## src/rtl/lj_pkg.sv

```systemverilog
// shared types and constants for the lennard-jones pair energy unit
package lj_pkg;

  localparam int SPECIES = 4;
  localparam int SP_W = 2;
  localparam int CFG_W = 16;
  localparam int CFG_IDX_W = 3;
  localparam int DIST_W = 32;
  localparam int EPS_W = 32;
  localparam int S2_W = 34;
  localparam int FRAC_SHIFT = 24;
  localparam int QUO_W = S2_W + FRAC_SHIFT;
  localparam int DIV_STEPS = QUO_W;
  localparam int CNT_W = 6;
  localparam int E_W = 64;

  localparam logic [CFG_IDX_W-1:0] CFG_ROOT_EPS_BASE = 3'd0;
  localparam logic [CFG_IDX_W-1:0] CFG_HALF_SIGMA_BASE = 3'd4;

  localparam logic [E_W-1:0] POS_MAX = 64'h7FFF_FFFF_FFFF_FFFF;
  localparam logic [E_W-1:0] NEG_MIN = 64'h8000_0000_0000_0000;

  typedef struct packed {
    logic [SP_W-1:0]   atom_species;
    logic [SP_W-1:0]   neighbour_species;
    logic              neighbour_active;
    logic              is_self;
    logic              use_new;
    logic              use_old;
    logic [DIST_W-1:0] new_dist_sq;
    logic [DIST_W-1:0] old_dist_sq;
    logic              last_neighbour;
  } in_t;

  typedef struct packed {
    logic signed [E_W-1:0] energy_new_sum;
    logic signed [E_W-1:0] energy_old_sum;
    logic                  saturated;
  } out_t;

  typedef struct packed {
    logic [EPS_W-1:0]  eps;
    logic [S2_W-1:0]   s2;
    logic [DIST_W-1:0] r2_new;
    logic [DIST_W-1:0] r2_old;
    logic              do_new;
    logic              do_old;
    logic              last;
  } job_t;

  typedef enum logic [2:0] {
    BK_IDLE,
    BK_SIDE,
    BK_DIV,
    BK_MUL,
    BK_MEND,
    BK_ACC,
    BK_DONE
  } bk_state_e;

  typedef enum logic [1:0] {
    MOP_X2,
    MOP_X3,
    MOP_X6,
    MOP_TERM
  } mul_op_e;

endpackage

```

## src/rtl/lj_fifo.sv

```systemverilog
// two-entry job queue between front and back end
module lj_fifo (
  input  logic         clk_i,
  input  logic         rst_ni,
  input  logic         push_i,
  input  lj_pkg::job_t push_data_i,
  output logic         full_o,
  input  logic         pop_i,
  output lj_pkg::job_t pop_data_o,
  output logic         empty_o
);
  import lj_pkg::*;

  job_t       mem_q [2];
  logic       wr_ptr_q, rd_ptr_q;
  logic [1:0] count_q;

  always_ff @(posedge clk_i or negedge rst_ni) begin
    if (!rst_ni) begin
      wr_ptr_q <= 1'b0;
      rd_ptr_q <= 1'b0;
      count_q <= 2'd0;
    end else begin
      if (push_i) begin
        wr_ptr_q <= !wr_ptr_q;
      end
      if (pop_i) begin
        rd_ptr_q <= !rd_ptr_q;
      end
      count_q <= count_q + 2'(push_i) - 2'(pop_i);
    end
  end

  always_ff @(posedge clk_i) begin
    if (push_i) begin
      mem_q[wr_ptr_q] <= push_data_i;
    end
  end

  assign full_o = (count_q == 2'd2);
  assign empty_o = (count_q == 2'd0);
  assign pop_data_o = mem_q[rd_ptr_q];

endmodule

```

## config.mk

```make
export PLATFORM = sky130hd
export DESIGN_NAME = lj_fifo
export DESIGN_NICKNAME = d
export VERILOG_FILES = /design/src/rtl/lj_pkg.sv /design/src/rtl/lj_fifo.sv
export SDC_FILE = /design/constraint.sdc
export NUM_CORES = 1
export LEC_CHECK = 0
export ABC_AREA = 1
export BUFFER_PORTS_ARGS = -buffer_cell sky130_fd_sc_hd__buf_2
export CORE_ASPECT_RATIO = 0.8
export CORE_MARGIN = 2
export CORE_UTILIZATION = 42
export CTS_CLUSTER_DIAMETER = 80
export DETAILED_ROUTE_END_ITERATION = 12
export GPL_TIMING_DRIVEN = 0
export PLACE_DENSITY_LB_ADDON = 0.15
export SETUP_SLACK_MARGIN = 0.5
export SLEW_MARGIN = 5
export SYNTH_ARGS = -nofsm -noshare
export SYNTH_HDL_FRONTEND = slang
export SYNTH_SLANG_ARGS = --single-unit
```

## constraint.sdc

```tcl
create_clock -name clk_i -period 10.86 [get_ports clk_i]
set_input_delay 1.629 -clock clk_i [delete_from_list [all_inputs] [get_ports clk_i]]
set_output_delay 1.629 -clock clk_i [all_outputs]
set_load 0.02 [all_outputs]
```

* Word level (Yosys, flattened, before mapping)
Memory sizes are Yosys's and may differ from the RTL's.
Cells that the tools add are included.
** Storage, ports and cells
- Register bits :: 4
- Memory bits (writable) :: 266
- Bits of input ports :: 137
- Output and inout bits :: 135
- Logic and storage cells :: 12
- Memories :: 1
** Operators by class
- $add $sub $neg :: 2
- Equal/unequal tests :: 1
- Muxes and demuxes :: 2
- Reductions and logical operators :: 3
** Memory list
- mem_q :: words 2, width 133, rd ports 1, clocked after memory_dff 0, wr ports 1, line lj_fifo.sv:14 : job_t mem_q [2];
** Operator list (count)
- $add 2x1->2 :: 1
- $eq 2x2->1 const B :: 1
- $logic_not 1->1 :: 2
- $logic_not 2->1 :: 1
- $mux 1 :: 2
- $sub 2x1->2 :: 1

* Longest topological paths before layout
- Word-level depth :: 2
- Mapped depth :: 7
- Depth with buffers taken out :: 7

* Least setup slack after synthesis
Ideal clock, no wire load.
- Kind :: input port to flip-flop
- From :: input port push_i
- To :: memory mem_q[0][0] (netlist name), enable pin
- Setup time :: 0.631 ns
- Arrival :: 7.231 ns
- Required time :: 10.229 ns
- Path slack :: 2.998 ns
- Stages :: 2
- Buffers on the path :: 0
- Cell sequence :: inv_1 nor2_1
** Between the ends
- Cells in the longest elaborated chain, start to end :: 2
** RTL lines
- from (decl) :: line lj_fifo.sv:5 : input logic push_i,
- $mux 1 :: line lj_fifo.sv:35 : if (push_i) begin
- $mux 1 (not written as such) :: line lj_fifo.sv:36 : mem_q[wr_ptr_q] <= push_data_i;
- to (decl) :: line lj_fifo.sv:14
No other way between the ends.

==> metrics <==
status=complete, no violations; pre-CTS worst setup slack=between 7 and 8 ns; first-pass detailed-route iteration total=4; GPL Wtd Cong=0.721; NumNets Final=1166; Synthesized Nets=859; Tcrit/Tclk final=0.312; Required @ worst endpoint=about 9.2 ns; clk buf depth=3; Post-route DRC=0; Synth area leader=edfxtp_1; Mapped Area=10500 um2; full die area=26200 um2; pwr dens=approximately 280 nW/um2; vias in the first global route=5981; CP Capture Type=primary output; Fmax=295 MHz; PostCTS Resize Cnt=0; normalized max-slew margin=0.555; Crit Path Max Fanout=10; synthesis warning total=0; fraction of registers with async set/reset=0.0148; crit path kind=reg2out; final worst setup slack=7.47 ns; Initial DRC Count=about 250; post-place instance area=12400 um2; worst slew pin tran=0.667 ns; via count=6228; share of cells above drive strength 1=0.411; Clk Latency, worst-skew pair=0.53 ns; # fillers=~2.1k; Tmin final=3.39 ns; TritonCTS clock tree=yes; CTS Hold Bufs=0; detailed-route wire length per cell=15.6 um; Final Hold Viols=0; top_reg_cell synth=edfxtp_1; register area share after synthesis=0.773; Rows=51; Seq cells post-synth=270; post-CTS setup buffer count=0; setup total negative slack=0 ns; Layout area overhead=26.6%; post-synth top area share=0.764; die width=180 um; final instance area=roughly 13000 um2; initial antenna violation count=4; Synth area leaders=edfxtp_1, o21ai_2, inv_1, nand2_1, buf_6; CTS H-Tree Depth=1; commonest cells in the netlist=edfxtp_1, inv_1, nand2_1; Die H=between 100 and 150 um; max-cap viol count=0; register area=approximately 8100 um2; Core ar.=24400 um2; startpoint type of the worst setup path=flop; GRT overflow=0; starting density of the core=0.429; Final setup viols=0; Final Skew=0.0113 ns; largest net degree at the start of global routing=70; RSZ-0062 raised after global routing=no; CTS Sinks=270; GRT Resource Usage Total=0.159; library cells used by synthesis=15; first-pass GRT wire length=32800 um; mean number of vias per cell=between 4 and 5; WL final=21300 um; post-synthesis cell count=720; CTS root buffer=clkbuf_16; crit path DAT=~1.8 ns; Clock transition at path regs=0.06 ns; Max IR drop VDD=0.000161 V; area of the multi-input gates=roughly 1600 um2; leakage=roughly 5.7 nW; IO buf count=271; Routed Antenna Nets=0; Core Util, Final=0.543; EDFF count, synth=266; Ports=272; Slew Viols, Final=0; TritonCTS buffer count=28; final HPWL from detailed placement=14600 um; Min-Delay Path Class=reg2reg; Syn Area/Cell=14.5 um2; most numerous cell in the Yosys netlist=edfxtp_1
[report_power, final]
group	internal [mW]	switching (mW)	total (mW)
logic	0.461	0.958	1.42
registers	1.38	0.0425	1.42
clock network	0.525	0.374	0.899
[layout by cell type (no fill, tap or decap), drive strengths merged]
master / count
bufinv: 1
inv: 141
edfxtp: 266
clkbuf: 40
ha: 2
dfrtp: 4
clkinv: 12
diode: 2
nand2: 139
o21ai: 133
nand3: 1
xor2: 2
nor2: 3
buf: 305
[flip-flops by register name, indices dropped and copies added (netlist names)]
signal    flops
wr_ptr_q      1
count_q       2
rd_ptr_q      1
mem_q       266
[final timing paths]
check	start	end	slack, ns	cells after the start
setup / recovery	rd_ptr_q	pop_data_o[11]	7.47	4
hold / removal	wr_ptr_q	wr_ptr_q	0.55	1
setup reg to reg	wr_ptr_q	mem_q[0][93]	8.86	4
hold reg to reg	wr_ptr_q	wr_ptr_q	0.55	1
max in group asynchronous	rst_ni	count_q[0]	9.85	1
min in group asynchronous	rst_ni	wr_ptr_q	0.89	1
[critical path, stage by stage (launching register included)]
cell and delay (ns):
dfrtp_1 0.37, buf_6 0.13, clkbuf_1 0.21, o21ai_0 0.30, buf_2 0.22
[cell families (layout without fill, tap and decap cells)]
kind of cell	Yosys count	after routing	synth area share
flops	270	270	0.773
compound gates	133	133	0.0938
other cells	0	2	0
fa+ha+maj	2	2	0.00239
xor+xnor	2	2	0.00168
buf+inv	170	499	0.0773
simple gates	143	143	0.0514
[metrics by stage]
step                      instances  power, mW  hold WS (ns)
after CTS                      1367       3.80         0.552
after detailed placement       1315       2.89         0.537
after floorplan                 720       2.41         0.463
final                          1369       3.74         0.548
after global routing           1367       3.96         0.582
after global placement         1309       2.91         0.478
[layout make-up]
class	instances	share of cell area
antenna	2	0.000378
sequential	270	0.611
timing repair buffer	277	0.113
tap	318	0.0301
buffer	30	0.0214
multi-input combinational	280	0.119
clock buffer	38	0.0589
clock inverter	14	0.00728
inverter	140	0.0401
[layer usage]
layer | vias up | part of all wire | routed length [um] | GRT usage
met3 | 40 | 0.095 | 2030 | 0.0597
li1 | 3068 | - | - | -
met1 | 2909 | 0.43 | 9250 | 0.216
met5 | - | 0.0025 | 54 | 0
met2 | 203 | 0.44 | 9450 | 0.244
met4 | 8 | 0.023 | 497 | 0.0395
Note: power is estimated with default switching activity, not from simulation.
