[src/rtl/lj_pkg.sv]
// shared types and constants for the lennard-jones pair energy unit
package lj_pkg;

  localparam int SPECIES = 4;
  localparam int SP_W = 2;
  localparam int CFG_W = 16;
  localparam int CFG_IDX_W = 3;
  localparam int DIST_W = 32;
  localparam int EPS_W = 32;
  localparam int S2_W = 34;
  localparam int FRAC_SHIFT = 24;
  localparam int QUO_W = S2_W + FRAC_SHIFT;
  localparam int DIV_STEPS = QUO_W;
  localparam int CNT_W = 6;
  localparam int E_W = 64;

  localparam logic [CFG_IDX_W-1:0] CFG_ROOT_EPS_BASE = 3'd0;
  localparam logic [CFG_IDX_W-1:0] CFG_HALF_SIGMA_BASE = 3'd4;

  localparam logic [E_W-1:0] POS_MAX = 64'h7FFF_FFFF_FFFF_FFFF;
  localparam logic [E_W-1:0] NEG_MIN = 64'h8000_0000_0000_0000;

  typedef struct packed {
    logic [SP_W-1:0]   atom_species;
    logic [SP_W-1:0]   neighbour_species;
    logic              neighbour_active;
    logic              is_self;
    logic              use_new;
    logic              use_old;
    logic [DIST_W-1:0] new_dist_sq;
    logic [DIST_W-1:0] old_dist_sq;
    logic              last_neighbour;
  } in_t;

  typedef struct packed {
    logic signed [E_W-1:0] energy_new_sum;
    logic signed [E_W-1:0] energy_old_sum;
    logic                  saturated;
  } out_t;

  typedef struct packed {
    logic [EPS_W-1:0]  eps;
    logic [S2_W-1:0]   s2;
    logic [DIST_W-1:0] r2_new;
    logic [DIST_W-1:0] r2_old;
    logic              do_new;
    logic              do_old;
    logic              last;
  } job_t;

  typedef enum logic [2:0] {
    BK_IDLE,
    BK_SIDE,
    BK_DIV,
    BK_MUL,
    BK_MEND,
    BK_ACC,
    BK_DONE
  } bk_state_e;

  typedef enum logic [1:0] {
    MOP_X2,
    MOP_X3,
    MOP_X6,
    MOP_TERM
  } mul_op_e;

endpackage

[src/rtl/lj_front.sv]
// front end: parameter registers, pair classification, epsilon and sigma squared
module lj_front (
  input  logic                         clk_i,
  input  logic                         rst_ni,
  input  logic                         in_valid_i,
  output logic                         in_ready_o,
  input  lj_pkg::in_t                  in_data_i,
  input  logic                         cfg_we_i,
  input  logic [lj_pkg::CFG_IDX_W-1:0] cfg_idx_i,
  input  logic [lj_pkg::CFG_W-1:0]     cfg_data_i,
  input  logic                         full_i,
  output logic                         push_o,
  output lj_pkg::job_t                 job_o
);
  import lj_pkg::*;

  logic [CFG_W-1:0] root_eps_q [SPECIES];
  logic [CFG_W-1:0] half_sigma_q [SPECIES];
  logic [CFG_W-1:0] re_a, re_n, hs_a, hs_n;
  logic [CFG_W:0]   sigma;
  logic             counted;

  always_ff @(posedge clk_i or negedge rst_ni) begin
    if (!rst_ni) begin
      for (int i = 0; i < SPECIES; i++) begin
        root_eps_q[i] <= '0;
        half_sigma_q[i] <= '0;
      end
    end else if (cfg_we_i) begin
      if (cfg_idx_i < CFG_HALF_SIGMA_BASE) begin
        root_eps_q[SP_W'(cfg_idx_i - CFG_ROOT_EPS_BASE)] <= cfg_data_i;
      end else begin
        half_sigma_q[SP_W'(cfg_idx_i - CFG_HALF_SIGMA_BASE)] <= cfg_data_i;
      end
    end
  end

  always_comb begin
    re_a = root_eps_q[in_data_i.atom_species];
    re_n = root_eps_q[in_data_i.neighbour_species];
    hs_a = half_sigma_q[in_data_i.atom_species];
    hs_n = half_sigma_q[in_data_i.neighbour_species];
    sigma = {1'b0, hs_a} + {1'b0, hs_n};
    counted = in_data_i.neighbour_active && !in_data_i.is_self
              && ({1'b0, in_data_i.atom_species} < (SP_W+1)'(SPECIES))
              && ({1'b0, in_data_i.neighbour_species} < (SP_W+1)'(SPECIES));
    job_o.eps = re_a * re_n;
    job_o.s2 = S2_W'(sigma) * S2_W'(sigma);
    job_o.r2_new = in_data_i.new_dist_sq;
    job_o.r2_old = in_data_i.old_dist_sq;
    job_o.do_new = counted && in_data_i.use_new;
    job_o.do_old = counted && in_data_i.use_old;
    job_o.last = in_data_i.last_neighbour;
  end

  assign in_ready_o = !full_i;
  assign push_o = in_valid_i && !full_i;

endmodule

[config.mk]
export PLATFORM = sky130hd
export DESIGN_NAME = lj_front
export DESIGN_NICKNAME = d
export VERILOG_FILES = /design/src/rtl/lj_pkg.sv /design/src/rtl/lj_front.sv
export SDC_FILE = /design/constraint.sdc
export NUM_CORES = 1
export LEC_CHECK = 0
export BUFFER_PORTS_ARGS = -buffer_cell sky130_fd_sc_hd__buf_2
export CAP_MARGIN = 0
export CORE_AREA = 2 2 314 316
export CTS_CLUSTER_SIZE = 20
export DETAILED_ROUTE_END_ITERATION = 6
export DIE_AREA = 0 0 316 318
export PLACE_DENSITY = 0.45
export SYNTH_ARGS = -nofsm -noshare
export SYNTH_HDL_FRONTEND = slang
export SYNTH_SLANG_ARGS = --single-unit
[constraint.sdc]
create_clock -name clk_i -period 12.55 [get_ports clk_i]
set_input_delay 0.6275 -clock clk_i [delete_from_list [all_inputs] [get_ports clk_i]]
set_output_delay 0.6275 -clock clk_i [all_outputs]
set_load 0.05 [all_outputs]
## Word-level counts from Yosys, hierarchy flattened

Index checks and enable logic that the tools add are counted.

| storage, ports and cells | value |
|---|---|
| logic and storage cells | 52 |
| flip-flop bits (word level) | 128 |
| bits of input ports | 97 |
| output and inout port bits | 135 |

| cells by class | value |
|---|---|
| multiplexer cells | 18 |
| multipliers | 2 |
| add/sub/neg operators | 2 |
| bitwise operators | 5 |
| magnitude comparators | 7 |
| reductions and logical operators | 10 |

Operator list:

| cell | count |
|---|---|
| two-way mux 16 bit | 10 |
| binary-select mux 16 bit (select 2 bit) | 4 |
| bitwise mux 64 bit | 2 |
| demux 16 bit (select 2 bit) | 2 |
| multiplier 17 x 17 -> 34 bit | 1 |
| multiplier 16 x 16 -> 32 bit | 1 |
| adder 16 x 16 -> 17 bit | 1 |
| greater-or-equal comparator 3 bit (second input constant) | 4 |
| NOT 2 -> 3 bit | 4 |
| logical AND 1 bit | 6 |
| < comparator 3 x 1 -> 1 bit (second input constant) | 2 |
| AND reduction 2 bit | 2 |
| < comparator 3 bit (second input constant) | 1 |
| logical NOT 1 bit | 2 |
| subtractor 2 x 1 -> 2 bit (second input constant) | 1 |
| NOT 1 bit | 1 |

## Longest topological paths before layout

Gate-level depths: netlist of run 1.

| depth | value |
|---|---|
| depth in word-level cells | 7 |
| gate-level depth with buffers | 35 |
| gate-level depth less buffers | 32 |

## Least setup slack after synthesis of run 1

Ideal clock, no wire load.

| timing path | value |
|---|---|
| path type | input -> output |
| start point | input in_data_i[69] (netlist bit) |
| end point | output job_o[99] (netlist bit) |
| stages on the path | 33 |
| required time | 11.922 ns |
| slack | 2.353 ns |
| arrival | 9.569 ns |
| path buffers | 5 |
| cell sequence | clkbuf_1 buf_2 buf_2 mux4_2 ha_1 a21o_1 a211o_1 a21oi_2 o21ai_1 a21oi_1 xor2_2 inv_2 buf_2 nand2_1 fa_1 fa_1 fa_1 inv_1 fa_1 fa_1 inv_1 fa_1 inv_1 ha_1 clkbuf_1 nand2_1 nor2_1 o311ai_1 o21ai_2 o41ai_2 o31ai_1 a31oi_1 xnor2_1 |

RTL lines:

| what | RTL line | text |
|---|---|---|
| start: declaration | lj_front.sv:7 | `input lj_pkg::in_t in_data_i,` |
| end: declaration | lj_front.sv:13 | `output lj_pkg::job_t job_o` |

==> results.sh, run 1 <==
export IMPL_grt_pass1_wl_mm=99.1
export IMPL_antenna_found_initial=18
export IMPL_ys_warn_count=0
export IMPL_async_flop_share_pct=100
export IMPL_routabilityCongestion=0.813
export IMPL_ctsResizeCount=0
export IMPL_post_cts_buffers=0
export IMPL_drt_wirelength_per_cell_microns=16.0
export IMPL_grtUsageTotal_pct=12.4
export IMPL_ant_nets=0
export IMPL_hold_path_class="input port to async pin"
export IMPL_worst_path_max_fanout=20
export IMPL_cts_sinks=128
export IMPL_slew_violations=0
export IMPL_finClkSkew_ns=0
export IMPL_required_ns=11.92
export IMPL_cp_num_buf_inv=8
export IMPL_arrival_ns=10.16
export IMPL_grt_overflow_total=0
export IMPL_clk_path_buf_depth=2
export IMPL_grt_pass1_vias=17900
export IMPL_cpPeakStageDelay_ns=0.61
export IMPL_timing_rr_start="root_eps_q[34]"
export IMPL_synth_seq_cells=128
export IMPL_cts_root_buf="clkbuf_16"
export IMPL_avgSynthCellArea_sq_um=9.79
export IMPL_grt_max_degree=67
export IMPL_tightest_slew_ns=0.865
export IMPL_io_pins=232
export IMPL_worst_path_max_delay_cell="mux4_2"
export IMPL_synthCells=2460
export IMPL_critPathLaunch="in_data_i[71]"
export IMPL_yosysSeqAreaShare_pct=13.3
export IMPL_dp_cells=3726
export IMPL_vias=16400
export IMPL_std_cell_rows=115
export IMPL_path_common_cell="fa_1"
export IMPL_netlist_area_sq_mm=0.0241
export IMPL_synthTopCellsByArea="fa_1, dfrtp_1, ha_1"
export IMPL_clk_latency_ns=0.41
export IMPL_path_clk_slew_ns=0.05
export IMPL_hpwl_mm=49.1
export IMPL_die_x_microns=316
export IMPL_die_h_microns=318
export IMPL_dr_pass1_iters=5
export IMPL_die_area_sq_mm=0.100
export IMPL_synth_cell_types=79
export IMPL_rsz0062_at_grt="no"
export IMPL_yosys_most_used_dff="dfrtp_1"
export IMPL_initial_core_util_pct=24.7
export IMPL_core_sq_mm=0.0974
export IMPL_finalNetCount=3166
export IMPL_clock_fmax_mhz=92.7
export IMPL_cts_tree="built"
export IMPL_setup_tns_ns=0
export IMPL_cts_buffers=17
export IMPL_synth_top_area_cell="fa_1"
export IMPL_synth_enable_flop_cells=0
export IMPL_maxCapViolCount=0
export IMPL_io_buffers=100
export IMPL_path_class="input port to primary output"
export IMPL_synth_nets=3168
export IMPL_path_delay_family="adder cells"
export IMPL_drt_wl_total_mm=60.0
export IMPL_fin_crit_sh_pct=86.0
export IMPL_startpoint_type="input port"
export IMPL_post_route_min_period_ns=10.79
export IMPL_endpoint_kind="primary output"
export IMPL_stdcell_count=3758
export IMPL_via_per_inst=4.36
export IMPL_drc_errors=0
export IMPL_htree_levels=4
export IMPL_status="finished, final reports clean"
export IMPL_slew_headroom_pct=42.3
export IMPL_finalSetupViolCount=0
export IMPL_synth_top_area_share_pct=32.0
export IMPL_postCtsHoldBufs=0
export IMPL_drive_above_1_share_pct=15.5
export IMPL_drtIter0Drc=739
export IMPL_finalHoldViolCount=0
export IMPL_area_growth_pct=8.77
-- layout by cell type, fill, tap and decap left out, types with 5 or more instances in the layout --
| cell type | n |
|---|---|
| mux2_2 | 135 |
| inv_1 | 518 |
| clkbuf_16 | 17 |
| a21oi_1 | 56 |
| nor3_1 | 13 |
| o211ai_1 | 5 |
| nand2b_1 | 11 |
| buf_2 | 99 |
| mux2i_1 | 8 |
| o21a_1 | 12 |
| and3_1 | 5 |
| nand4_1 | 8 |
| xnor2_2 | 5 |
| ha_1 | 226 |
| dfrtp_1 | 128 |
| xor2_1 | 19 |
| buf_4 | 28 |
| clkbuf_1 | 5 |
| a31oi_1 | 7 |
| nand3_1 | 7 |
| mux4_2 | 57 |
| a211oi_1 | 7 |
| and2_1 | 59 |
| xnor2_1 | 51 |
| nor2_1 | 113 |
| nand2_1 | 295 |
| nor2b_1 | 32 |
| a21o_1 | 25 |
| fa_1 | 385 |
| o21bai_1 | 9 |
| o21ai_0 | 28 |
-- cells in the mapped netlist (30+ instances only) --
master	count
dfrtp_1	128
nor2_1	113
and2_1	59
clkbuf_1	65
a21oi_1	56
buf_4	67
nor2b_1	32
inv_1	518
mux4_2	57
ha_1	226
xnor2_1	51
nand2_1	295
o21ai_0	30
mux2_2	135
fa_1	385
-- metal layers --
layer / GRT usage (%) / part of all wire [%] / vias to the layer above
met4: 2.20 / 1.5 / 24
met2: 20.7 / 49 / 240
met5: 0 / 0.25 / -
li1: - / - / 7649
met1: 16.6 / 45 / 8414
met3: 2.50 / 4.8 / 69
-- final cells by class --
cell class                      count  area, sq um
Tap cell                         1287         1610
Multi-Input combinational cell   1661        18100
Clock buffer                       25          485
Timing Repair Buffer              127          706
Inverter                          523         1970
Fill cell                       10400        71200
Clock inverter                      6          105
Antenna cell                        1         2.50
Sequential cell                   128         3200
-- registers in the layout, indices dropped and copies added (netlist names) --
register and count:
half_sigma_q 64, root_eps_q 64
-- worst paths after layout --
check | end | slack [ns] | cells past startpoint
min in group clk_i | root_eps_q[14] | 0.52 | 1
max reg2reg | root_eps_q[34] | 11.75 | 1
min reg2reg | root_eps_q[14] | 0.52 | 1
max in group asynchronous | root_eps_q[59] | 10.89 | 2
max | job_o[97] | 1.76 | 30
min | root_eps_q[49] | 0.32 | 1
-- stage by stage --
step / util [%] / hold slack (ns) / setup WS, ns / area [sq um]
global placement: 26.3 / 0.504 / 1.47 / 25600
global route: 26.9 / 0.395 / 1.01 / 26200
finish: 26.9 / 0.320 / 1.76 / 26200
floorplan: - / 0.332 / 2.35 / 24100
detailed placement: 26.3 / 0.512 / 1.46 / 25600
CTS: 26.9 / 0.358 / 1.44 / 26200
-- logic make-up after synthesis --
kind of cell | share of synthesized area [%]
compound gates | 5.39
xor+xnor | 3.10
fa+ha+maj | 43.7
buf+inv | 11.6
flops | 13.3
mux | 12.0
other cells | 0.0156
simple gates | 10.9
Power of run 1 is left out: the tool's default activity adds up to more than one toggle a clock period on the data nets, which glitch-free logic cannot reach.
==> run 2: changes to the inputs <==
--- a/config.mk
+++ b/config.mk
@@ -11,6 +11,7 @@
 export CTS_CLUSTER_SIZE = 20
 export DETAILED_ROUTE_END_ITERATION = 6
 export DIE_AREA = 0 0 316 318
+export GPL_TIMING_DRIVEN = 0
 export PLACE_DENSITY = 0.45
 export SYNTH_ARGS = -nofsm -noshare
 export SYNTH_HDL_FRONTEND = slang
==> results.sh, run 2 (synthesis gave the netlist of run 1 again) <==
export IMPL_final_common_cell="inv_1"
export IMPL_postCtsHoldBufs=0
export IMPL_via_per_inst=4.31
export IMPL_finalSetupViolCount=0
export IMPL_grt_max_degree=84
export IMPL_rsz0062_at_grt="no"
export IMPL_io_pins=232
export IMPL_worst_path_max_fanout=10
export IMPL_required_ns=11.92
export IMPL_critPathLaunch="in_data_i[72]"
export IMPL_endpoint_kind="primary output"
export IMPL_slew_violations=0
export IMPL_drive_above_1_share_pct=18.6
export IMPL_worst_path_max_delay_cell="clkbuf_1"
export IMPL_drc_errors=0
export IMPL_vias=17000
export IMPL_hpwl_mm=52.9
export IMPL_grtUsageTotal_pct=12.9
export IMPL_status="finished, final reports clean"
export IMPL_std_cell_rows=115
export IMPL_layout_common_cells="inv_1, fa_1, nand2_1"
export IMPL_rr_endpoint="half_sigma_q[14]"
export IMPL_area_growth_pct=12.6
export IMPL_finClkSkew_ns=0
export IMPL_grt_pass1_vias=17900
export IMPL_drt_wl_total_mm=63.4
export IMPL_tightest_slew_ns=1.33
export IMPL_path_class="input port to primary output"
export IMPL_ff2ff_path_depth=1
export IMPL_post_cts_buffers=0
export IMPL_drtIter0Drc=811
export IMPL_htree_levels=4
export IMPL_cts_root_buf="clkbuf_16"
export IMPL_io_buffers=158
export IMPL_startpoint_type="input port"
export IMPL_core_sq_mm=0.0974
export IMPL_arrival_ns=11.18
export IMPL_ant_nets=0
export IMPL_cts_tree="built"
export IMPL_top_regs="half_sigma_q x64, root_eps_q x64"
export IMPL_slew_headroom_pct=11.1
export IMPL_clk_path_buf_depth=2
export IMPL_clock_fmax_mhz=84.7
export IMPL_hold_path_class="input port to async pin"
export IMPL_die_h_microns=318
export IMPL_finalHoldWorstSlack_ns=0.138
export IMPL_antenna_found_initial=16
export IMPL_seq_area_sq_mm=0.00320
export IMPL_clk_latency_ns=0.42
export IMPL_fin_crit_sh_pct=94.1
export IMPL_grt_overflow_total=0
export IMPL_maxCapViolCount=0
export IMPL_cpPeakStageDelay_ns=0.60
export IMPL_post_route_min_period_ns=11.81
export IMPL_finalHoldViolCount=0
export IMPL_initial_core_util_pct=24.7
export IMPL_finalNetCount=3346
export IMPL_cts_buffers=17
export IMPL_rrSetupSlack_ns=11.76
export IMPL_setup_tns_ns=0
export IMPL_stdcell_count=3939
export IMPL_timing_rr_start="half_sigma_q[14]"
export IMPL_drt_wirelength_per_cell_microns=16.1
export IMPL_n_fill_cell=10400
export IMPL_path_common_cell="fa_1"
export IMPL_dp_cells=3906
export IMPL_multiInputGateArea_sq_mm=0.0181
export IMPL_die_area_sq_mm=0.100
export IMPL_cts_sinks=128
export IMPL_grt_pass1_wl_mm=102
export IMPL_path_clk_slew_ns=0.06
export IMPL_dr_pass1_iters=5
export IMPL_die_x_microns=316
export IMPL_fin_util_pct=27.8
export IMPL_routabilityCongestion=0.800
==> run 2: area by class of cell <==
cell class              count  share of cell area (%)
plain buffers             148                    3.03
multi-input cells        1661                    66.7
diodes                      1                 0.00922
well taps                1287                    5.94
clock inverters            13                   0.558
repair buffers            159                    3.04
inverters                 523                    7.25
clock buffers              19                    1.63
flip-flops and latches    128                    11.8
==> run 2: what timing repair did <==
item,CTS,global route
setup endpoints to repair,0,5
resized for setup,0,1
endpoints found under the hold margin,0,0
==> run 2: worst max-delay path by stage <==
stage                 end  slack (ns)  depth (start not counted)
3_5_place_dp   job_o[100]        0.46                         35
2_1_floorplan   job_o[99]        2.35                         33
4_1_cts        job_o[100]        0.43                         35
6_report        job_o[99]        0.74                         33
5_1_grt        job_o[100]        0.04                         33
3_3_place_gp   job_o[100]        0.45                         33
==> run 2: per-layer routing <==
metal  GRT usage, %  routed length, microns  up-vias
met4           2.09                     761       18
met2           21.0                   30000      310
li1               -                       -     8023
met3           2.31                    3300       55
met5              0                     110        -
met1           18.2                   29300     8570
==> run 2: stage by stage <==
step,instance area (sq um),worst slack (ns)
after floorplan,24100,2.35
after global placement,26500,0.454
after detailed placement,26500,0.465
after CTS,27100,0.432
after global routing,27100,0.0360
final,27100,0.742
==> run 2: worst max-delay path, delay by kind of cell <==
| kind | cells | cell delay (ns) |
|---|---|---|
| and+or+nand+nor | 6 | 1.32 |
| muxes | 1 | 0.41 |
| xor gates and xnor gates | 2 | 0.78 |
| AOI/OAI and AO/OA | 5 | 1.40 |
| buffers and inverters | 11 | 3.03 |
| adders and majority gates | 8 | 3.57 |
Power of run 2 is left out for the same reason.
